**src/sv/assert_macros.svh**
```systemverilog
// ----------------------------------------------------------------------------
// assert_macros.svh
// Assertion shorthands shared by the grid cell height filter RTL.
// ----------------------------------------------------------------------------
`ifndef ASSERT_MACROS_SVH
`define ASSERT_MACROS_SVH

// Property checked on every clock edge outside reset
`define GCHK_ASSERT(lbl, prop, msg) \
  lbl: assert property (@(posedge clk) disable iff (!rst_n) prop) else $error(msg);

// Property checked on every clock edge, reset included
`define GCHK_ASSERT_RST(lbl, prop, msg) \
  lbl: assert property (@(posedge clk) prop) else $error(msg);

`endif

```
**src/sv/gchk_pkg.sv**
```systemverilog
// ----------------------------------------------------------------------------
// gchk_pkg
// Shared types, constants and saturation helpers of the grid cell filter.
// ----------------------------------------------------------------------------
package gchk_pkg;

  localparam int GRID_CELLS = 32;
  localparam int MAX_BATCH  = 64;
  localparam int IDX_W      = $clog2(GRID_CELLS);
  localparam int ADDR_W     = 2 * IDX_W;
  localparam int CNT_W      = $clog2(MAX_BATCH + 1);

  // Divider geometry
  localparam int DIV_NW = 64;
  localparam int DIV_DW = 40;

  localparam logic [63:0] NEAR_SQ  = 64'd429497;
  localparam logic [32:0] OFFSET_Q = 33'd327680;
  localparam logic [31:0] RCNT_MAX = 32'hFFFF_FFFF;
  localparam logic [16:0] K_MAX    = 17'h1_0000;

  // Configuration register indexes
  typedef enum logic [2:0] {
    REG_MAX_RANGE      = 3'd0,
    REG_HEIGHT_CEILING = 3'd1,
    REG_CELL_SIZE      = 3'd2,
    REG_BATCH_SIZE     = 3'd3,
    REG_DECAY_GAIN     = 3'd4,
    REG_PROCESS_NOISE  = 3'd5,
    REG_MEASURE_NOISE  = 3'd6,
    REG_INITIAL_HEIGHT = 3'd7
  } cfg_reg_t;

  // One word of the per-cell store
  typedef struct packed {
    logic signed [31:0] mean;
    logic [30:0]        variance;
    logic               started;
    logic [CNT_W-1:0]   pcount;
    logic signed [37:0] psum;
    logic signed [63:0] rsum;
    logic [31:0]        rcount;
  } cell_t;

  // Divider status
  typedef struct packed {
    logic busy;
    logic done;
  } div_stat_t;

  function automatic logic signed [31:0] sat32(input logic signed [63:0] v);
    logic signed [31:0] r;
    if (v > 64'sd2147483647)       r = 32'sh7FFF_FFFF;
    else if (v < -64'sd2147483648) r = 32'sh8000_0000;
    else                           r = v[31:0];
    return r;
  endfunction

  function automatic logic [30:0] satv(input logic [63:0] v);
    logic [30:0] r;
    if (v > 64'd2147483647) r = 31'h7FFF_FFFF;
    else                    r = v[30:0];
    return r;
  endfunction

endpackage

```
**src/sv/gchk_div.sv**
```systemverilog
// ----------------------------------------------------------------------------
// gchk_div
// Unsigned restoring divider, one quotient bit per cycle.
// ----------------------------------------------------------------------------
module gchk_div (
  input  logic                         clk,
  input  logic                         rst_n,
  input  logic                         start,
  input  logic [gchk_pkg::DIV_NW-1:0]  dividend,
  input  logic [gchk_pkg::DIV_DW-1:0]  divisor,
  output logic [gchk_pkg::DIV_NW-1:0]  quot,
  output gchk_pkg::div_stat_t          stat
);
  import gchk_pkg::*;

  localparam int STEP_W = $clog2(DIV_NW + 1);

  logic [DIV_DW-1:0] rem_r;
  logic [DIV_DW-1:0] dsr_r;
  logic [DIV_NW-1:0] quo_r;
  logic [STEP_W-1:0] step_r;
  logic              busy_r;
  logic              done_r;
  logic [DIV_DW:0]   rem_sh;
  logic [DIV_DW+1:0] trial;

  // trial subtract of the shifted remainder
  assign rem_sh = {rem_r, quo_r[DIV_NW-1]};
  assign trial  = {1'b0, rem_sh} - {2'b00, dsr_r};

  always_ff @(posedge clk) begin
    if (!rst_n) begin
      busy_r <= 1'b0;
      done_r <= 1'b0;
      step_r <= '0;
    end else begin
      // done pulses for one cycle after the last step
      done_r <= !start && busy_r && (step_r == STEP_W'(1));
      if (start) begin
        busy_r <= 1'b1;
        step_r <= STEP_W'(DIV_NW);
        rem_r  <= '0;
        dsr_r  <= divisor;
        quo_r  <= dividend;
      end else if (busy_r) begin
        if (!trial[DIV_DW+1]) begin
          rem_r <= trial[DIV_DW-1:0];
          quo_r <= {quo_r[DIV_NW-2:0], 1'b1};
        end else begin
          rem_r <= rem_sh[DIV_DW-1:0];
          quo_r <= {quo_r[DIV_NW-2:0], 1'b0};
        end
        step_r <= step_r - 1'b1;
        if (step_r == STEP_W'(1)) begin
          busy_r <= 1'b0;
        end
      end
    end
  end

  assign quot      = quo_r;
  assign stat.busy = busy_r;
  assign stat.done = done_r;

endmodule

```
**config.mk**
```make
export PLATFORM = sky130hd
export DESIGN_NAME = gchk_div
export DESIGN_NICKNAME = d
export VERILOG_FILES = /design/src/sv/assert_macros.svh /design/src/sv/gchk_pkg.sv /design/src/sv/gchk_div.sv
export SDC_FILE = /design/constraint.sdc
export NUM_CORES = 1
export LEC_CHECK = 0
export BUFFER_PORTS_ARGS = -buffer_cell sky130_fd_sc_hd__clkbuf_2
export CORE_ASPECT_RATIO = 0.8
export CORE_MARGIN = 1
export CORE_UTILIZATION = 56
export DETAILED_ROUTE_END_ITERATION = 7
export MAX_ROUTING_LAYER = met4
export PLACE_DENSITY = 0.84
export SYNTH_ARGS = -nofsm -noshare
export SYNTH_HDL_FRONTEND = slang
export SYNTH_SLANG_ARGS = --single-unit
```
**constraint.sdc**
```tcl
create_clock -name clk -period 5 [get_ports clk]
set_input_delay 0.25 -clock clk [delete_from_list [all_inputs] [get_ports clk]]
set_output_delay 0.25 -clock clk [all_outputs]
set_load 0.01 [all_outputs]
```
Word level (Yosys, flattened, before mapping)
Index checks and enable logic that the tools add are counted.
- flip-flop bits (word level): 153
- word-level logic and storage cells: 28
- add/subtract/negate cells: 2
- eq/ne operators: 1
- multiplexer cells: 10
- bitwise operators: 1
- reduce and logical (&&, ||, !) cells: 7
- operators with widths (operator ; number):
    $mux W64 ; 2
    $mux W40 ; 2
    $sub A41 B40 Y42 ; 1
    $mux W7 ; 2
    $eq A7 B1 Y1 const B ; 1
    $sub A7 B1 Y7 const B ; 1
    $mux W1 ; 4
    $reduce_and A2 Y1 ; 2
    $logic_and A1 B1 Y1 ; 2
    $reduce_bool A2 Y1 ; 1
    $reduce_or A2 Y1 ; 1
    $logic_not A1 Y1 ; 1
    $not A1 Y1 ; 1

Longest topological paths before layout
- word-level depth: 4
- gate-level depth with buffers: 13
- depth with buffers taken out: 12

Worst setup path before layout
No wires, ideal clock.
- path type: in2reg
- start: input port start
- end: register busy_r
- arrival time: 3.473 ns
- required time: 4.931 ns
- path slack: 1.459 ns
- stages: 4
- buffers on the path: 2
- cell sequence: clkbuf_1 clkbuf_1 o21a_1 o41a_1
- word-level cells in the longest chain between the ends: 1
- RTL lines (item ; line ; source):
    from (decl) ; gchk_div.sv:8 ; input logic start,
    $mux W1 ; gchk_div.sv:39 ; if (start) begin
    to (signal assigned) ; gchk_div.sv:33 ; busy_r <= 1'b0;
    to (signal assigned) ; gchk_div.sv:40 ; busy_r <= 1'b1;
    to (signal assigned) ; gchk_div.sv:55 ; busy_r <= 1'b0;
    to (decl) ; gchk_div.sv:22 ; logic busy_r;
Every way passes these cells.
A chain may end at the register's enable or synchronous reset.

Worst setup path after layout
- start: register rem_r[11]
- end: register rem_r[19], data pin
- word-level cells in the longest chain between the ends: 3
- RTL lines (item ; line ; source):
    from (decl) ; gchk_div.sv:18 ; logic [DIV_DW-1:0] rem_r;
    from (signal assigned) ; gchk_div.sv:47 ; rem_r <= trial[DIV_DW-1:0];
    from (signal assigned) ; gchk_div.sv:50 ; rem_r <= rem_sh[DIV_DW-1:0];
    $sub A41 B40 Y42 ; gchk_div.sv:29 ; assign trial = {1'b0, rem_sh} - {2'b00, dsr_r};
    $mux W40 ; gchk_div.sv:46 ; if (!trial[DIV_DW+1]) begin
    $mux W40 ; gchk_div.sv:45 ; end else if (busy_r) begin
Every way passes these cells. The select of a mux whose other input is x is not followed.

==> out/results.md <==
| Metric | This run |
| --- | --- |
| Final Routed Wirelength | 19.7 mm |
| Antenna violations before repair | 0 |
| Fraction of layout instances using a drive strength above 1 | 29.9% |
| Mean routed wirelength per cell | 17.5 um |
| Most frequent standard cell in the layout excluding fill and tap cells | clkbuf_2 |
| Sequential-to-total area share from yosys stat | 53.6% |
| Cell at the root of the clock tree | clkbuf_16 |
| Flop-to-flop setup slack | 1.36 ns |
| Max-capacitance violation count | 0 |
| Weighted congestion reported at the end of routability-driven placement | 0.891 |
| Maximum ir drop on the vdd rail | 0.000285 V |
| Routed via count divided by cell count | 5.65 |
| Core Footprint | 14400 sq um |
| Row Count | 39 |
| Unrepaired setup endpoints after global routing | false |
| Share of flip-flops with an asynchronous set or reset | 0% |
| Number of nets in the layout | 1078 |
| Setup fix buffers added after clock tree synthesis | 0 |
| Pwr/cell area | 357 nW/um^2 |
| Maximum number of pins on one net before global-route repair | 73 |
| Top layer used by detailed routing | met4 |
| Number of hold violations in the final report | 0 |
| Final Cycle Share | 72.7% |
| # diodes | 0 |
| Total negative setup slack | 0 ns |
| Kind of launch point of the worst setup path | flip-flop |
| Cells after Synth | 724 |
| Clock Path Buffers | 2 |
| Clock tree from TritonCTS | yes |
| Filler instances | 1044 |
| HPWL after DPL | 13.6 mm |
| Number of placed cells counting well taps | 1053 |
| Net count of the mapped netlist | 874 |
| Yosys reg bits | 153 |
| Number of DRC violations after detailed-routing iteration 0 | 412 |
| Count of warnings emitted by yosys | 0 |
| Net load switching power | 0.00108 W |
| Wire length the detailed router placed on met1 | 8.50 mm |
| Normalized max-slew margin | 32.2% |
| Critical Path RT | 5.25 ns |
| Leakage power | 4.31 nW |
| Via count | 6352 |
| Proportion of total power due to net switching | 29.4% |
| CP delay by family, top | compound AO/OA/AOI/OAI gates |
| Worst min-delay path class | in2reg |
| Number of top-level pins | 173 |
| Power share of the sequential group | 43.3% |
| Final count of pins violating max slew | 0 |
| Data arrival time of the critical path | 3.89 ns |
| Critical Path Slowest Stage Cell | o21ai_4 |
| Status | complete, no violations |
| Synthesized area per cell | 11.6 sq um |
| Starting density of the core | 58.2% |
| Number of clock sinks | 153 |
| Layout-stage area growth over the synthesis result | 22.6% |
| Top library cells by usage in the layout, fill and taps aside | 171 x clkbuf_2, 144 x edfxtp_1, 81 x nand2_1 |
| Vias in the first global route | 6302 |
| Overall Global Routing Usage | 27.3% |
| Horizontal extent of the die | 139 um |
| Final-report setup violation count | 0 |
| Post-route insts no fill | 1124 |
| Count of unique library cells instantiated by Yosys | 63 |
| Post-route minimum period | 3.64 ns |
| Endpoint class of the critical path | flip-flop |
| Clock insertion delay at the later pin of the skew report | 0.44 ns |
| Synth top area share | 51.5% |
| Clock transition at the registers of the reported paths | 0.07 ns |
| Largest area contributor in the netlist | edfxtp_1 |
| Post-cts gate resize count | 0 |
| Most used flip-flop cell after synthesis | edfxtp_1 |
| Proportion of power drawn by the clock network | 33.2% |
| Wire length of the first global-routing pass | 31.6 mm |
| Global route total overflow | 0 |
| Die area | 15500 sq um |
| Tightest hold margin | 0.101 ns |
| Tightest Pin Transition | 1.02 ns |
| Top post-synthesis cells by area | edfxtp_1 51%, mux2_2 8.4%, ha_1 6.3% |
| Achievable frequency | 275 MHz |
| Int Power | 0.00260 W |
| Count of TritonRoute iterations in the first routing pass | 8 |
| Clock tree skew after final layout | 0.0173 ns |
| Setup Crit Path Kind | reg2reg |
| Die Ht | 112 um |
| Share of power burned in combinational logic | 23.5% |
| Count of flip-flops with a built-in enable after synthesis | 144 |
| I/O Buffers | 172 |
| CTS H-Tree Depth | 4 |
| Largest driver fanout on the critical path | 35 |
| Crit-path cells | ha_1 > a21o_1 > a211o_1 > o221a_1 > o311ai_2 > a21boi_2 > o311a_4 > o21ai_4 > nand2_1 > a21oi_1 |
| Total standard cell area after synthesis | 8400 sq um |
| DRC violation count after routing | 0 |
| Max incr delay on CP | 0.80 ns |
| Routed wl met2 | 9.24 mm |
| Bufs and invs on worst path | 0 |
| Post-layout utilization of the core | 71.3% |
| Remaining antenna violation count after routing | 0 |
| Met3 wire length | 1.53 mm |
| CTS Buf Count | 17 |
[synthesized netlist by cell type (5+ instances only)]
master and n:
nor2_1 38, edfxtp_1 144, a21oi_1 63, buf_6 7, a31oi_1 5, clkbuf_1 15, o21a_1 6, nor3_1 9
and3_1 5, inv_1 54, nand4_1 6, or3_1 5, o21bai_1 8, mux2_2 63, nand3_1 8, xor2_1 14
o21ai_0 26, xnor2_1 21, a21o_1 12, ha_1 42, dfxtp_1 9, nand2_1 81, nand3b_1 10
[cells by family (layout without fill, tap and decap cells)]
family / after synthesis / in the layout / synth area share, %
AO/OA/AOI/OAI: 167 / 167 / 13.5
XOR/XNOR: 35 / 35 / 3.65
adder cells (fa/ha/maj): 43 / 43 / 6.49
buffers and inverters: 84 / 300 / 4.51
flip-flops: 153 / 153 / 53.6
multiplexers: 64 / 64 / 8.57
AND/OR/NAND/NOR: 178 / 178 / 9.64
[stage by stage]
| step | cell area (sq um) | power (W) | worst slack (ns) |
|---|---|---|---|
| 3_5_place_dp | 9350 | 0.00244 | 1.36 |
| 6_report | 10300 | 0.00368 | 1.36 |
| 3_3_place_gp | 9350 | 0.00242 | 1.49 |
| 5_1_grt | 10300 | 0.00385 | 1.12 |
| 4_1_cts | 10300 | 0.00368 | 1.35 |
| 2_1_floorplan | 8400 | 0.00224 | 1.46 |
[metal layers]
layer,vias to the layer above,GRT usage [%]
met3,29,7.70
met5,-,-
met4,0,10.4
li1,3083,-
met2,260,42.9
met1,2980,33.7
[registers in the layout (all words and copies together), names as in the netlist]
| register | count |
|---|---|
| quot | 64 |
| dsr_r | 40 |
| rem_r | 40 |
| step_r | 7 |
| busy_r | 1 |
| done_r | 1 |
[final timing paths]
kind	cells after the start	endpoint	start
worst min-delay path	2	step_r[6]$_SDFFE_PN0N_	rst_n
worst max-delay path	10	rem_r[19]$_SDFFCE_PP0P_	rem_r[11]$_SDFFCE_PP0P_
worst min register to register	1	done_r$_SDFF_PN0_	step_r[6]$_SDFFE_PN0N_
worst max register to register	10	rem_r[19]$_SDFFCE_PP0P_	rem_r[11]$_SDFFCE_PP0P_
[power groups by stage]
stage,sequential (W),clock [W],combinational [W]
2_1_floorplan,0.00162,0,0.000624
6_report,0.00159,0.00122,0.000866
3_5_place_dp,0.00162,0,0.000826
3_3_place_gp,0.00161,0,0.000805
4_1_cts,0.00159,0.00123,0.000858
5_1_grt,0.00160,0.00129,0.000957
[worst register-to-register path, delay by kind of cell, from the launching register on]
kind | cells | cell delay, ns
flip-flops | 1 | 0.39
AND/OR/NAND/NOR | 1 | 0.13
AO/OA/AOI/OAI | 8 | 2.53
adder cells (fa/ha/maj) | 1 | 0.40
[timing repair]
| item | 4_1_cts | 5_1_grt |
|---|---|---|
| hold buffers | 39 | 1 |
| endpoints found under the hold margin | 39 | 1 |
| setup endpoints to repair | 0 | 0 |
[cell type report]
cell class	instances	area (sq um)	area share, %
clock inverter	13	121	1.18
timing repair buffer	215	1290	12.5
inverter	54	203	1.97
multi-input combinational	487	3520	34.2
sequential	153	4500	43.7
tap	184	230	2.24
clock buffer	18	429	4.17
(Power assumes the default switching activity.)
